## config.mk

```make
export PLATFORM = sky130hd
export DESIGN_NAME = rvx_fifo
export DESIGN_NICKNAME = d
export VERILOG_FILES = /design/src/design/rvx_fifo.sv
export SDC_FILE = /design/constraint.sdc
export NUM_CORES = 1
export LEC_CHECK = 0
export ABC_AREA = 1
export BUFFER_PORTS_ARGS = -buffer_cell sky130_fd_sc_hd__clkbuf_2
export CELL_PAD_IN_SITES_DETAIL_PLACEMENT = 1
export CELL_PAD_IN_SITES_GLOBAL_PLACEMENT = 1
export CORE_ASPECT_RATIO = 1.2
export CORE_UTILIZATION = 43
export DETAILED_ROUTE_END_ITERATION = 12
export PLACE_DENSITY_LB_ADDON = 0.1
export REMOVE_ABC_BUFFERS = 1
export SYNTH_ARGS = -nofsm -noshare
export SYNTH_HDL_FRONTEND = slang
export SYNTH_SLANG_ARGS = --single-unit
```

## constraint.sdc

```tcl
create_clock -name i_clk -period 3.4 [get_ports i_clk]
set_input_delay 0.85 -clock i_clk [delete_from_list [all_inputs] [get_ports i_clk]]
set_output_delay 0.85 -clock i_clk [all_outputs]
set_load 0.01 [all_outputs]
```

## src/design/rvx_fifo.sv

```systemverilog
// Small flip-flop queue used between the block's parts.
module rvx_fifo #(
    parameter int W     = 32,
    parameter int DEPTH = 2
) (
    input  logic         i_clk,
    input  logic         i_rst_n,
    input  logic         i_push,
    input  logic [W-1:0] i_data,
    output logic         o_full,
    input  logic         i_pop,
    output logic         o_empty,
    output logic [W-1:0] o_data
);

    localparam int PW = (DEPTH > 1) ? $clog2(DEPTH) : 1;
    localparam int CW = $clog2(DEPTH + 1);

    logic [W-1:0]  r_mem [DEPTH];
    logic [PW-1:0] r_wp, r_rp;
    logic [CW-1:0] r_cnt;
    logic          do_push, do_pop;

    assign o_full  = (r_cnt == CW'(DEPTH));
    assign o_empty = (r_cnt == '0);
    assign o_data  = r_mem[r_rp];
    assign do_push = i_push && !o_full;
    assign do_pop  = i_pop && !o_empty;

    // Storage
    always_ff @(posedge i_clk) begin
        if (do_push) begin
            r_mem[r_wp] <= i_data;
        end
    end

    // Pointers and fill count
    always_ff @(posedge i_clk) begin
        if (!i_rst_n) begin
            r_wp  <= '0;
            r_rp  <= '0;
            r_cnt <= '0;
        end else begin
            if (do_push) begin
                r_wp <= (r_wp == PW'(DEPTH - 1)) ? '0 : r_wp + 1'b1;
            end
            if (do_pop) begin
                r_rp <= (r_rp == PW'(DEPTH - 1)) ? '0 : r_rp + 1'b1;
            end
            if (do_push && !do_pop) begin
                r_cnt <= r_cnt + 1'b1;
            end else if (do_pop && !do_push) begin
                r_cnt <= r_cnt - 1'b1;
            end
        end
    end

endmodule

```

### Yosys cells after proc, flatten, opt, wreduce, memory -nomap -nowiden

Memories as Yosys holds them, arrays and structs flattened. A register that Yosys moved wholly into a read port is not among the register bits.
Cells that the tools add are included.

* shift-type cells: 0
* bitwise operators: 0
* div/mod/pow operators: 0
* eq/ne operators: 1
* mux-type cells: 8
* reductions and logical operators: 10
* order comparisons: 0
* add/subtract/negate cells: 4
* multiply operators: 0

Operators by type and width (count)
* two-way mux 1 bit: 6
* logical AND 1 bit: 4
* zero test 1 bit: 4
* two-way mux 2 bit: 2
* adder 1 bit (second input constant): 2
* adder 2 x 1 -> 2 bit (second input constant): 1
* equality test 2 bit (second input constant): 1
* zero test 2 bit: 1
* nonzero test 2 bit: 1
* subtractor 2 x 1 -> 2 bit (second input constant): 1

* input bits: 36
* word-level logic and storage cells: 27
* latch bits: 0
* bits in writable memories: 64
* memories kept: 1
* bits in registers: 4
* ROM bits: 0

Memories
* r_mem: words 2, width 32, read ports 1, clocked after memory_dff 1, write ports 1, line 19 `logic [W-1:0] r_mem [DEPTH];`

### Depth between registers and ports, before layout

* depth in word-level cells: 7
* gate-level depth with buffers: 10
* mapped depth without buffers: 10

### Worst setup path before layout

Ideal clock, no wire load.

* kind: input to register
* start point: in i_push
* end point: mem r_mem[1][0] (enable)
* data arrival time: 2.271 ns
* required time: 2.979 ns
* stages on the path: 2
* slack: 0.708 ns
* buffers on the path: 0
* cells stage by stage: o21ai_2 > nor2_1

* cells in the longest elaborated chain, start to end: 3

RTL lines
* start: declaration: line 8 `input logic i_push,`
* logical AND 1 bit: line 27 `assign do_push = i_push && !o_full;`
* two-way mux 1 bit: line 32 `if (do_push) begin`
* two-way mux 1 bit (implied by the code): line 33 `r_mem[r_wp] <= i_data;`
* end: declaration: line 19

No other way between the ends.

==> summary.txt <==
Final layout
  • Fin cells: 305
  • Fraction of layout instances using a drive strength above 1: 54.7%
  • Area delta synth->final: 23.2%
  • Fin util: 55.2%
  • Leading cell type in the layout, fill and taps excluded: sky130_fd_sc_hd__clkbuf_2
  • Final design instance area without fill: 3340 µm²
  • Fillcell total: 602
  • Number of diodes added for antenna fixing: 0
  • Leading cell types in the layout, fill and taps excluded: sky130_fd_sc_hd__clkbuf_2, sky130_fd_sc_hd__edfxtp_1, sky130_fd_sc_hd__mux2_4
  • Nets@finish: 255

Clock tree
  • H-tree level count: 3
  • Worst-skew pair later-pin latency: 330 ps
  • Clock-pin slew on the worst setup and hold paths: 70 ps
  • Total clock buffers created by CTS: 9
  • TritonCTS sink count: 69
  • Post-CTS setup buffer count: 0
  • Clock Tree Root: sky130_fd_sc_hd__clkbuf_8
  • CTS tree: yes
  • Post-cts hold buffer count: 0
  • Maximum clock path buffer count: 2
  • Post-cts gate resize count: 0

STA
  • Setup Viol. Count Final: 0
  • Minimum setup slack in the final design: 808 ps
  • Setup repair after global routing missed its margin: false
  • Transition time at the pin with the least slew margin: 499 ps
  • Minimum period implied by the final worst setup slack: 2590 ps
  • Max-slew violation count: 0
  • Share of the clock period used by the worst path: 76.2%
  • Summed negative setup slack over all endpoints: 0 ps
  • Clk_skew: 5.58 ps
  • Slew headroom: 66.7%
  • Final worst hold slack: 541 ps
  • Final hold violation count: 0
  • Highest Clock Rate: 0.386 GHz

Power
  • NetSw: 661 µW
  • Register share of total power: 46.8%
  • Overall power after layout: 2.45 mW
  • Power density over the cells: 734 nW/µm²
  • Power share of the clock group: 28.1%
  • Internal power of the cells: 1.79 mW
  • Leakage power: 1.37 nW
  • Combinational cell fraction of total power: 25.2%
  • Switching part of the total: 26.9%
  • Worst IR Drop VDD: 0.000362 V

Global routing
  • Antenna violations before repair: 0
  • Wire length of the first global-routing pass: 7090 µm
  • Overall fraction of global-route tracks in use: 15.3%
  • GRT Residual Overflow: 0
  • Vias in the first global route: 1502
  • Pin count of the biggest net entering global routing: 21

Setup path
  • Register-to-register setup slack: 1760 ps
  • Data required, critical path: 2550 ps
  • Max Fanout on Critical Path: 16
  • Crit path capture type: output pin
  • Start-to-end type of the worst setup path: reg2out
  • Data arrival time at the worst-slack endpoint: 1740 ps
  • Worst Setup Start Kind: flip-flop

Floorplanning
  • Vertical extent of the die: 89.0 µm
  • Std-Cell Core Area: 6050 µm²
  • Chip width: 74.5 µm
  • Number of top-level pins: 70
  • Area of the die: 6630 µm²
  • Number of cell rows: 31
  • Initial Utilization: 44.8%

Synth
  • Post-Synthesis Mean Instance Area: 19.6 µm²
  • Area of the mapped netlist: 2710 µm²
  • Total number of yosys warnings: 0
  • Post-synthesis sequential area ratio: 74.6%
  • Number of instances in the synthesized netlist: 138
  • Yosys reg bits: 69
  • Count of unique library cells instantiated by Yosys: 15

Job
  • Max-Cap Viols: 0

Drt
  • DRT Pass-1 Iters: 4
  • Routed wire length: 4750 µm
  • Number of nets still failing antenna checks after routing: 0
  • # DRC: 0
  • DR vias: 1420
  • Average wire per cell in the routed design: 15.6 µm
  • Vias per std cell: 4.66
  • First DRT Iteration DRCs: 49

Status
  • Run status: completed

Place
  • Area of placed instances: 3130 µm²
  • Number of placed instances with taps included: 289
  • Final weighted congestion of routability-driven global placement: 0.704
  • Setup Slack @ Placement: 1140 ps
  • Sum of net half-perimeters after detailed placement: 3470 µm
  • Buffers on Ports: 69

Worst hold path
  • Class of the worst hold path: reg2reg
synth_stat cells:
master | n | area share, %
sky130_fd_sc_hd__nand3_1 | 1 | 0.18
sky130_fd_sc_hd__inv_1 | 9 | 1.2
sky130_fd_sc_hd__nand2_1 | 6 | 0.83
sky130_fd_sc_hd__a21oi_1 | 1 | 0.18
sky130_fd_sc_hd__nand4_1 | 1 | 0.23
sky130_fd_sc_hd__dfxtp_1 | 5 | 3.7
sky130_fd_sc_hd__mux2_4 | 30 | 17
sky130_fd_sc_hd__nor2_1 | 11 | 1.5
sky130_fd_sc_hd__o21ai_0 | 2 | 0.37
sky130_fd_sc_hd__ha_1 | 1 | 0.46
sky130_fd_sc_hd__o21ai_2 | 1 | 0.32
sky130_fd_sc_hd__edfxtp_1 | 64 | 71
sky130_fd_sc_hd__mux2_2 | 2 | 0.83
sky130_fd_sc_hd__buf_6 | 1 | 0.42
sky130_fd_sc_hd__buf_12 | 3 | 2.2
layout make-up:
cell class / count / area (µm²) / share of cell area [%]
clock inverter: 6 / 77.6 / 2.32
inverter: 9 / 33.8 / 1.01
sequential: 69 / 2020 / 60.6
tap: 82 / 103 / 3.07
timing repair buffer: 73 / 375 / 11.2
clock buffer: 10 / 128 / 3.82
multi-input combinational: 56 / 599 / 17.9
cell families after synthesis:
logic type / count (synthesis) / synth area share, %
AND/OR/NAND/NOR: 19 / 2.77
flip-flops: 69 / 74.6
AO/OA/AOI/OAI: 4 / 0.877
adder cells (fa/ha/maj): 1 / 0.461
buffers and inverters: 13 / 3.88
multiplexers: 32 / 17.4
critical path, cell delays in order, from the launching register on:
cell and delay, ps:
sky130_fd_sc_hd__dfxtp_2 650, sky130_fd_sc_hd__buf_4 310, sky130_fd_sc_hd__mux2_4 320, sky130_fd_sc_hd__clkbuf_2 130
layer usage:
metal / part of all wire (%) / wire [µm] / global-route usage (%) / vias to the layer above
met4: 2.2 / 106 / 9.78 / 0
met1: 38 / 1790 / 16.4 / 692
met3: 5.2 / 249 / 3.72 / 10
li1: - / - / - / 675
met5: 0 / 0 / 0 / -
met2: 55 / 2600 / 26.9 / 43
flip-flops by register name (all words and copies together), names as in the netlist, named ones only:
signal,flops
r_cnt,2
r_wp,1
r_mem,64
r_rp,1
power groups by stage:
stage                     logic (mW)  registers, mW  clock network (mW)
final                          0.617           1.15               0.688
after global routing           0.675           1.16               0.739
after CTS                      0.631           1.15               0.706
after detailed placement       0.630           1.17                   0
after global placement         0.602           1.15                   0
after floorplan                0.392           1.17                   0
final timing paths:
check / end / cells past startpoint / start
max: o_data[19] / 3 / flip-flop
min reg2reg: flip-flop / 2 / r_rp
min: flip-flop / 2 / r_rp
max reg2reg: r_cnt[1] / 9 / r_cnt[1]
(Power assumes the default switching activity.)
