$ cat config.mk
export PLATFORM = sky130hd
export DESIGN_NAME = rvx_decode
export DESIGN_NICKNAME = d
export VERILOG_FILES = /design/src/design/rvx_pkg.sv /design/src/design/rvx_decode.sv
export SDC_FILE = /design/constraint.sdc
export NUM_CORES = 1
export LEC_CHECK = 0
export BUFFER_PORTS_ARGS = -buffer_cell sky130_fd_sc_hd__buf_2
export CORE_MARGIN = 4
export CORE_UTILIZATION = 34
export DETAILED_ROUTE_END_ITERATION = 8
export PLACE_DENSITY = 0.8
export SYNTH_ARGS = -nofsm -noshare
export SYNTH_HDL_FRONTEND = slang
export SYNTH_SLANG_ARGS = --single-unit
$ cat constraint.sdc
create_clock -name vclk -period 1.6
set_input_delay 0.32 -clock vclk [all_inputs]
set_output_delay 0.32 -clock vclk [all_outputs]
set_load 0.005 [all_outputs]
$ cat src/design/rvx_pkg.sv
// Shared types and constants for the RV32I instruction execute block.
package rvx_pkg;

    // Major opcodes
    localparam logic [6:0] OP_REG    = 7'h33;
    localparam logic [6:0] OP_IMM    = 7'h13;
    localparam logic [6:0] OP_LUI    = 7'h37;
    localparam logic [6:0] OP_AUIPC  = 7'h17;
    localparam logic [6:0] OP_JAL    = 7'h6F;
    localparam logic [6:0] OP_JALR   = 7'h67;
    localparam logic [6:0] OP_BRANCH = 7'h63;
    localparam logic [6:0] OP_LOAD   = 7'h03;
    localparam logic [6:0] OP_STORE  = 7'h23;
    localparam logic [6:0] OP_FENCE  = 7'h0F;
    localparam logic [6:0] OP_SYSTEM = 7'h73;

    // funct7 codes
    localparam logic [6:0] F7_BASE = 7'h00;
    localparam logic [6:0] F7_ALT  = 7'h20;

    // ALU funct3 codes
    localparam logic [2:0] ALU_ADD  = 3'd0;
    localparam logic [2:0] ALU_SLL  = 3'd1;
    localparam logic [2:0] ALU_SLT  = 3'd2;
    localparam logic [2:0] ALU_SLTU = 3'd3;
    localparam logic [2:0] ALU_XOR  = 3'd4;
    localparam logic [2:0] ALU_SR   = 3'd5;
    localparam logic [2:0] ALU_OR   = 3'd6;
    localparam logic [2:0] ALU_AND  = 3'd7;

    // Branch funct3 codes
    localparam logic [2:0] BR_EQ  = 3'd0;
    localparam logic [2:0] BR_NE  = 3'd1;
    localparam logic [2:0] BR_LT  = 3'd4;
    localparam logic [2:0] BR_GE  = 3'd5;
    localparam logic [2:0] BR_LTU = 3'd6;
    localparam logic [2:0] BR_GEU = 3'd7;

    // Load and store funct3 codes
    localparam logic [2:0] LD_B  = 3'd0;
    localparam logic [2:0] LD_H  = 3'd1;
    localparam logic [2:0] LD_W  = 3'd2;
    localparam logic [2:0] LD_BU = 3'd4;
    localparam logic [2:0] LD_HU = 3'd5;
    localparam logic [2:0] ST_B  = 3'd0;
    localparam logic [2:0] ST_H  = 3'd1;
    localparam logic [2:0] ST_W  = 3'd2;

    // SYSTEM immediates that halt
    localparam logic [11:0] SYS_ECALL  = 12'd0;
    localparam logic [11:0] SYS_EBREAK = 12'd1;

    localparam logic [31:0] UPPER_MASK = 32'hFFFFF000;
    localparam logic [31:0] PC_STEP    = 32'd4;

    // Instruction class found by the decoder
    typedef enum logic [3:0] {
        CL_ALU, CL_LUI, CL_AUIPC, CL_JAL, CL_JALR, CL_BRANCH,
        CL_LOAD, CL_STORE, CL_NOP, CL_HALT, CL_ILLEGAL
    } t_cls;

    // Decoded item passed from the front to the back
    typedef struct packed {
        t_cls        cls;
        logic        is_reg;
        logic        alt;
        logic        wr;
        logic [4:0]  rd;
        logic [4:0]  rs1;
        logic [4:0]  rs2;
        logic [2:0]  f3;
        logic [31:0] imm;
    } t_dec;

    // Result item
    typedef struct packed {
        logic [31:0] next_pc;
        logic        reg_written;
        logic [4:0]  reg_index;
        logic [31:0] reg_value;
        logic        halted;
        logic        illegal;
    } t_res;

    // Register file write port
    typedef struct packed {
        logic        en;
        logic [4:0]  idx;
        logic [31:0] data;
    } t_rf_wr;

endpackage

$ cat src/design/rvx_decode.sv
// Front part: classifies an instruction word and builds its immediate.
module rvx_decode import rvx_pkg::*; (
    input  logic [31:0] i_instruction,
    output t_dec        o_dec
);

    logic [6:0]  opc, f7;
    logic [2:0]  f3;
    logic [4:0]  rd;
    logic [31:0] imm_i, imm_s, imm_b, imm_u, imm_j;
    logic        rd_nz;

    assign opc   = i_instruction[6:0];
    assign f3    = i_instruction[14:12];
    assign f7    = i_instruction[31:25];
    assign rd    = i_instruction[11:7];
    assign rd_nz = (rd != 5'd0);
    assign imm_i = {{20{i_instruction[31]}}, i_instruction[31:20]};
    assign imm_s = {{20{i_instruction[31]}}, i_instruction[31:25], i_instruction[11:7]};
    assign imm_b = {{19{i_instruction[31]}}, i_instruction[31], i_instruction[7],
                    i_instruction[30:25], i_instruction[11:8], 1'b0};
    assign imm_u = i_instruction & UPPER_MASK;
    assign imm_j = {{11{i_instruction[31]}}, i_instruction[31], i_instruction[19:12],
                    i_instruction[20], i_instruction[30:21], 1'b0};

    // Classification
    always_comb begin
        o_dec        = '0;
        o_dec.cls    = CL_ILLEGAL;
        o_dec.rd     = rd;
        o_dec.rs1    = i_instruction[19:15];
        o_dec.rs2    = i_instruction[24:20];
        o_dec.f3     = f3;
        o_dec.imm    = imm_i;
        unique case (opc)
            OP_REG, OP_IMM: begin
                o_dec.cls    = CL_ALU;
                o_dec.is_reg = (opc == OP_REG);
                o_dec.wr     = rd_nz;
                if (f3 == ALU_SR || (f3 == ALU_ADD && opc == OP_REG)) begin
                    o_dec.alt = (f7 == F7_ALT);
                    if (f7 != F7_ALT && f7 != F7_BASE) begin
                        o_dec.wr = 1'b0;
                    end
                end
            end
            OP_LUI: begin
                o_dec.cls = CL_LUI;
                o_dec.imm = imm_u;
                o_dec.wr  = rd_nz;
            end
            OP_AUIPC: begin
                o_dec.cls = CL_AUIPC;
                o_dec.imm = imm_u;
                o_dec.wr  = rd_nz;
            end
            OP_JAL: begin
                o_dec.cls = CL_JAL;
                o_dec.imm = imm_j;
                o_dec.wr  = rd_nz;
            end
            OP_JALR: begin
                o_dec.cls = CL_JALR;
                o_dec.wr  = rd_nz;
            end
            OP_BRANCH: begin
                o_dec.cls = CL_BRANCH;
                o_dec.imm = imm_b;
            end
            OP_LOAD: begin
                if (f3 == LD_B || f3 == LD_H || f3 == LD_W || f3 == LD_BU || f3 == LD_HU) begin
                    o_dec.cls = CL_LOAD;
                    o_dec.wr  = rd_nz;
                end else begin
                    o_dec.cls = CL_NOP;
                end
            end
            OP_STORE: begin
                o_dec.imm = imm_s;
                if (f3 == ST_B || f3 == ST_H || f3 == ST_W) begin
                    o_dec.cls = CL_STORE;
                end else begin
                    o_dec.cls = CL_NOP;
                end
            end
            OP_FENCE: begin
                o_dec.cls = CL_NOP;
            end
            OP_SYSTEM: begin
                if (i_instruction[31:20] == SYS_ECALL || i_instruction[31:20] == SYS_EBREAK) begin
                    o_dec.cls = CL_HALT;
                end else begin
                    o_dec.cls = CL_ILLEGAL;
                end
            end
            default: begin
                o_dec.cls = CL_ILLEGAL;
            end
        endcase
    end

endmodule

* Yosys cells after proc, flatten, opt, wreduce, memory -nomap -nowiden
Index checks and enable logic that the tools add are counted.
Cells by class: equal/unequal tests 18, multiplexer cells 10, reductions and logical operators 15
Operators with widths (number):
- $pmux W31 S4 | 1
- $pmux W4 S10 | 1
- $eq A7 B6 Y1 const B | 4
- $eq A7 B7 Y1 const B | 4
- $eq A7 B5 Y1 const B | 2
- $eq A12 B1 Y1 const B | 1
- $logic_not A12 Y1 | 1
- $mux W4 | 2
- $eq A7 B2 Y1 const B | 1
- $eq A7 B4 Y1 const B | 1
- $ne A7 B6 Y1 const B | 1
- $reduce_bool A7 Y1 | 1
- $eq A3 B3 Y1 const B | 2
- $logic_or A1 B1 Y1 | 6
- $mux W2 | 3
- $reduce_bool A5 Y1 | 1
- $reduce_or A2 Y1 | 2
- $reduce_or A4 Y1 | 1
- $eq A3 B1 Y1 const B | 1
- $eq A3 B2 Y1 const B | 1
- $logic_not A3 Y1 | 1
- $pmux W1 S3 | 1
- $logic_and A1 B1 Y1 | 2
- $mux W1 | 2
Storage, ports and cells: register bits after elaboration 0, input port bits 32, output and inout port bits 57, word-level logic and storage cells 43

* Longest topological paths before layout
Gate-level depths: netlist of run 1.
depth after elaboration 7, depth in mapped cells 7, mapped depth without buffers 5

* Worst setup path before layout of run 1
OpenSTA, ideal clock, no wires.
path kind input to output, start input i_instruction[6], end output o_dec[11] (netlist bit), arrival 1.355 ns, required time 1.280 ns, setup slack -0.075 ns, stages on the path 7, path buffers 2, cell sequence buf_2 nand2b_1 o22ai_1 and3_4 nor2b_1 buf_2 a32o_1
RTL lines:
- from (decl) | RTL line rvx_decode.sv:3 | input logic [31:0] i_instruction,
- to (decl) | RTL line rvx_decode.sv:4 | output t_dec o_dec

==> results of run 1 <==
cell families after synthesis:
family / Yosys count / share of synthesized area (%)
buffers and inverters: 30 / 21.9
AO/OA/AOI/OAI: 45 / 35.7
AND/OR/NAND/NOR: 62 / 42.3
final cells by class:
cell class	count	area, um2
repair buffers	134	960
multi-input cells	109	848
fillers	194	621
well taps	30	37.5
inverters	3	11.3
worst max-delay path: cells and delay by family:
family                 cells  cell delay (ns)
buffers and inverters      3             0.31
AO/OA/AOI/OAI              3             0.62
AND/OR/NAND/NOR            1             0.33
layer usage:
metal  global-route usage (%)  routed length, um  vias to the layer above
met5                        0                  0                        -
met4                     4.53                 82                        0
li1                         -                  -                      703
met3                     2.61                420                        8
met1                     24.5               1570                      670
met2                     37.7               2260                       97
worst max path at each step:
stage	startpoint	end	slack [ns]	cells after the start
global placement	i_instruction[5]	o_dec[50]	-0.36	7
global route	i_instruction[6]	o_dec[50]	-0.32	6
detailed placement	i_instruction[5]	o_dec[50]	-0.39	7
CTS	i_instruction[12]	o_dec[50]	-0.21	6
finish	i_instruction[5]	o_dec[50]	-0.29	7
floorplan	i_instruction[6]	o_dec[20]	-0.009	5
through the flow:
step           cells  setup TNS [ns]
6_report         276           -3.76
5_1_grt          276           -5.91
4_1_cts          274           -2.78
3_5_place_dp     266           -8.90
3_3_place_gp     266           -7.82
2_1_floorplan    137         -0.0911
cells in the final DEF (no fill, tap or decap), types with 2 or more instances in the layout:
master	count
buf_2	76
nor2b_1	5
buf_4	32
a21o_1	19
and4_1	2
a21oi_1	5
nor4_4	3
and2_1	5
nor2b_4	6
o21ai_0	4
nand3_1	3
buf_8	2
nor2_1	9
a22o_1	5
nor4_2	2
nand2_1	8
inv_2	2
nor2_2	2
nand2_2	2
nand3b_1	3
nand2b_1	4
nand2b_4	2
buf_6	21
power by group:
group	internal, uW	switching [uW]
Clock	0	0
Sequential	0	0
Combinational	234	190
Total	234	190
timing repair:
action / CTS / global route
resized for setup: 49 / 11
setup endpoints to repair: 37 / 37
pin swaps: 21 / 11
setup buffers: 5 / 1
gates cloned: 3 / 1
hold endpoints to repair: 0 / 0
==> key figures, run 1 <==
Yosys
  • Part of the Yosys area used for sequential elements: 0%
  • Mapped Cells: 137
  • Syn Nets: 169
  • Mean post-synth cell area: 6.49 um2
  • Area contributors post-synth: buf_4 17%, a21o_1 16%, nor2b_1 6.3%, a22o_1 4.9%, nor4_4 4.8%
  • Cell with the most instances after synthesis: buf_4
  • Synth Warn #: 0
  • Commonest cells post-synth: 20 x buf_4, 19 x a21o_1, 11 x nor2_1, 10 x nand2_1, 9 x nor2b_1
  • Distinct cells, synth: 35
  • Yosys top cell by area: buf_4
  • Post-synth top area share: 16.9%
  • Cell Area, Synth: 890 um2

Drt
  • DRC viols: 0
  • Remaining antenna violation count after routing: 0
  • Final wirelength: 4330 um
  • Drt pass-1 iters: 5
  • Vias per cell: 5.36
  • Initial DRC Count: 48
  • Drt wl/cell: 15.7 um
  • Detailed-route via count: 1,478

Die
  • Initial cell density of the core: 35.9%
  • Die height: 59.2 um
  • Die width: 59.2 um
  • IO Pins: 89
  • Core ar.: 2480 um2
  • Die Area: 3500 um2
  • Row count: 18

Layout
  • Area Overhead vs Synth: 109%
  • Sequential cell area: 0 um2
  • Final core occ: 74.9%
  • Post-layout nets: 280
  • Diode count: 0
  • Post-route cell area: 1860 um2
  • Layout cell share with drive strength beyond 1: 65.4%
  • Seq cells: 0
  • # clk buffers: 0

GRT
  • Largest net degree at the start of global routing: 11
  • Vias in the first global route: 1,293
  • Initial antenna violation count: 0
  • Gr usage total: 20.3%
  • Global-route wire length before repair: 5770 um
  • Overflow after GRT: 0

Run
  • Maxcap violations: 0

Worst hold path
  • Hold depth: 2
  • HP Class: input pin to primary output
  • Hold_sp: i_instruction[19]
  • Hold Path End: o_dec[44]

Placed design
  • Dpl cell area: 1470 um2
  • Pre-CTS setup slack: -0.386 ns
  • Final GP Congestion: 0.869
  • I/O Buffers: 89
  • Post-DP HPWL: 2750 um

Worst setup path
  • CP Cell Sequence: buf_6, inv_2, or3_4, a21oi_4, a21boi_1, o311a_1, buf_2
  • Setup Crit Path Kind: input pin to primary output
  • Startpoint types: input pin
  • Max FO, Critical Path: 5
  • Max incr delay on CP: 0.34 ns
  • Critical path capture point type: primary output
  • WP data required: 1.28 ns
  • Arrival @ worst endpoint: 1.57 ns
  • CP max stage cell: o311a_1

STA
  • Max-slew violations: 0
  • Endpoints failing hold: 0
  • Tcrit/Tclk final: 118%
  • Peak Freq: 529 MHz
  • Unrepaired setup endpoints after global routing: yes
  • Worst slew margin: 78.1%
  • Post-layout min period: 1.89 ns
  • Endpoints failing setup: 37
  • Setup ws final: -0.290 ns
  • Hold WS: 0.823 ns
  • Least-Margin Pin Slew: 0.325 ns

Run status
  • Status: complete, but fails checks
  • Failing checks: negative setup slack

Pwr
  • Cell leakage power: 0.00106 uW
  • Peak supply drop: 170 uV
  • Pwr Density: 228 nW/um2
  • Pwr Total: 424 uW

Clocking
  • Cts-stage hold buffer count: 0
(Power assumes the default switching activity.)
==> inputs of run 2 (changes only) <==
RECOVER_POWER = 25   (was not set)
==> key figures, run 2 (same netlist as run 1, synthesis figures left out) <==
Run status
  • Status: complete, but fails checks (unchanged)
  • Failing checks: negative setup slack (unchanged)

Drt
  • Vias per cell: 5.36 (unchanged)
  • Remaining antenna violation count after routing: 0 (unchanged)
  • Final wirelength: 4340 um (was 4330 um)
  • Initial DRC Count: 48 (unchanged)
  • Detailed-route via count: 1,478 (unchanged)
  • Drt wl/cell: 15.7 um (about the same)
  • Drt pass-1 iters: 5 (unchanged)
  • DRC viols: 0 (unchanged)

Pwr
  • Cell leakage power: 0.00106 uW (about the same)
  • Pwr Density: 229 nW/um2 (was 228 nW/um2)
  • Pwr Total: 423 uW (was 424 uW)
  • Peak supply drop: 170 uV (about the same)

GRT
  • Initial antenna violation count: 0 (unchanged)
  • Largest net degree at the start of global routing: 11 (unchanged)
  • Global-route wire length before repair: 5770 um (unchanged)
  • Overflow after GRT: 0 (unchanged)
  • Gr usage total: 20.3% (unchanged)
  • Vias in the first global route: 1,293 (unchanged)

Placed design
  • Dpl cell area: 1470 um2 (unchanged)
  • Final GP Congestion: 0.869 (unchanged)
  • I/O Buffers: 89 (unchanged)
  • Post-DP HPWL: 2750 um (unchanged)

STA
  • Least-Margin Pin Slew: 0.325 ns (unchanged)
  • Setup ws final: -0.290 ns (unchanged)
  • Post-layout min period: 1.89 ns (unchanged)
  • Worst slew margin: 78.1% (unchanged)
  • Hold WS: 0.824 ns (was 0.823 ns)
  • Max-slew violations: 0 (unchanged)
  • Endpoints failing hold: 0 (unchanged)
  • Unrepaired setup endpoints after global routing: yes (unchanged)
  • Tcrit/Tclk final: 118% (unchanged)
  • Endpoints failing setup: 37 (unchanged)
  • Peak Freq: 529 MHz (unchanged)

Layout
  • Layout cell share with drive strength beyond 1: 64.2% (was 65.4%)
  • Seq cells: 0 (unchanged)
  • Commonest non-fill, non-tap cell in the layout: buf_2 (unchanged)
  • Most frequent cells in the layout: 73 x buf_2, 32 x buf_4, 21 x buf_6, 19 x a21o_1, 9 x nor2_1 (was 76 x buf_2, 32 x buf_4, 21 x buf_6, 19 x a21o_1, 9 x nor2_1)
  • Post-route cell area: 1850 um2 (was 1860 um2)
  • Layout fillers: 195 (was 194)
  • Sequential cell area: 0 um2 (unchanged)
  • Diode count: 0 (unchanged)
  • Area Overhead vs Synth: 108% (was 109%)
  • # clk buffers: 0 (unchanged)
  • Final core occ: 74.8% (was 74.9%)
  • Post-layout nets: 280 (unchanged)

Worst setup path
  • Startpoint types: input pin (unchanged)
  • Setup Crit Path Kind: input pin to primary output (unchanged)
  • Arrival @ worst endpoint: 1.57 ns (about the same)
  • Critical path capture point type: primary output (unchanged)
  • WP data required: 1.28 ns (about the same)
  • Max FO, Critical Path: 5 (unchanged)

Run
  • Maxcap violations: 0 (unchanged)

Die
  • Initial cell density of the core: 35.9% (unchanged)
  • Die height: 59.2 um (unchanged)
  • Die Area: 3500 um2 (unchanged)
  • IO Pins: 89 (unchanged)
  • Row count: 18 (unchanged)
  • Die width: 59.2 um (unchanged)
  • Core ar.: 2480 um2 (unchanged)

Worst hold path
  • HP Class: input pin to primary output (unchanged)

Clocking
  • Cts-stage hold buffer count: 0 (unchanged)
-- run 2: timing repair --
action | CTS | global route
pin swaps | 21 | 11
endpoints found under the setup margin | 37 | 37
gates resized for setup | 49 | 11
setup buffers | 5 | 1
gates cloned | 3 | 1
-- run 2: area by class of cell --
class / instances / area [um2] / area share [%]
repair buffers: 134 / 956 / 51.6
multi-input cells: 109 / 848 / 45.8
well taps: 30 / 37.5 / 2.03
inverters: 3 / 11.3 / 0.608
-- run 2: final timing paths --
path,startpoint,to,slack (ns),depth (start not counted)
max,i_instruction[5],o_dec[50],-0.29,7
min,i_instruction[17],o_dec[42],0.82,2
-- run 2: critical path: stages --
cell,delay (ns)
buf_6,0.11
inv_2,0.05
or3_4,0.33
a21oi_4,0.16
a21boi_1,0.12
o311a_1,0.34
buf_2,0.15
-- run 2: report_power, final --
group          total [uW]  switching (uW)  internal [uW]
Sequential              0               0              0
Clock                   0               0              0
Combinational         423             191            233
-- run 2: stage by stage --
step / cells / setup TNS, ns / setup slack, ns
5_1_grt: 276 / -5.91 / -0.320
3_3_place_gp: 266 / -7.82 / -0.359
6_report: 276 / -3.76 / -0.290
4_1_cts: 274 / -2.78 / -0.214
3_5_place_dp: 266 / -8.90 / -0.386
2_1_floorplan: 137 / -0.0911 / -0.00852
-- run 2: routing by layer --
layer	vias up	share of wire (%)	GRT usage, %
li1	703	-	-
met1	670	36	24.5
met3	8	9.5	2.61
met2	97	52	37.7
met4	0	1.9	4.53
met5	-	0	0
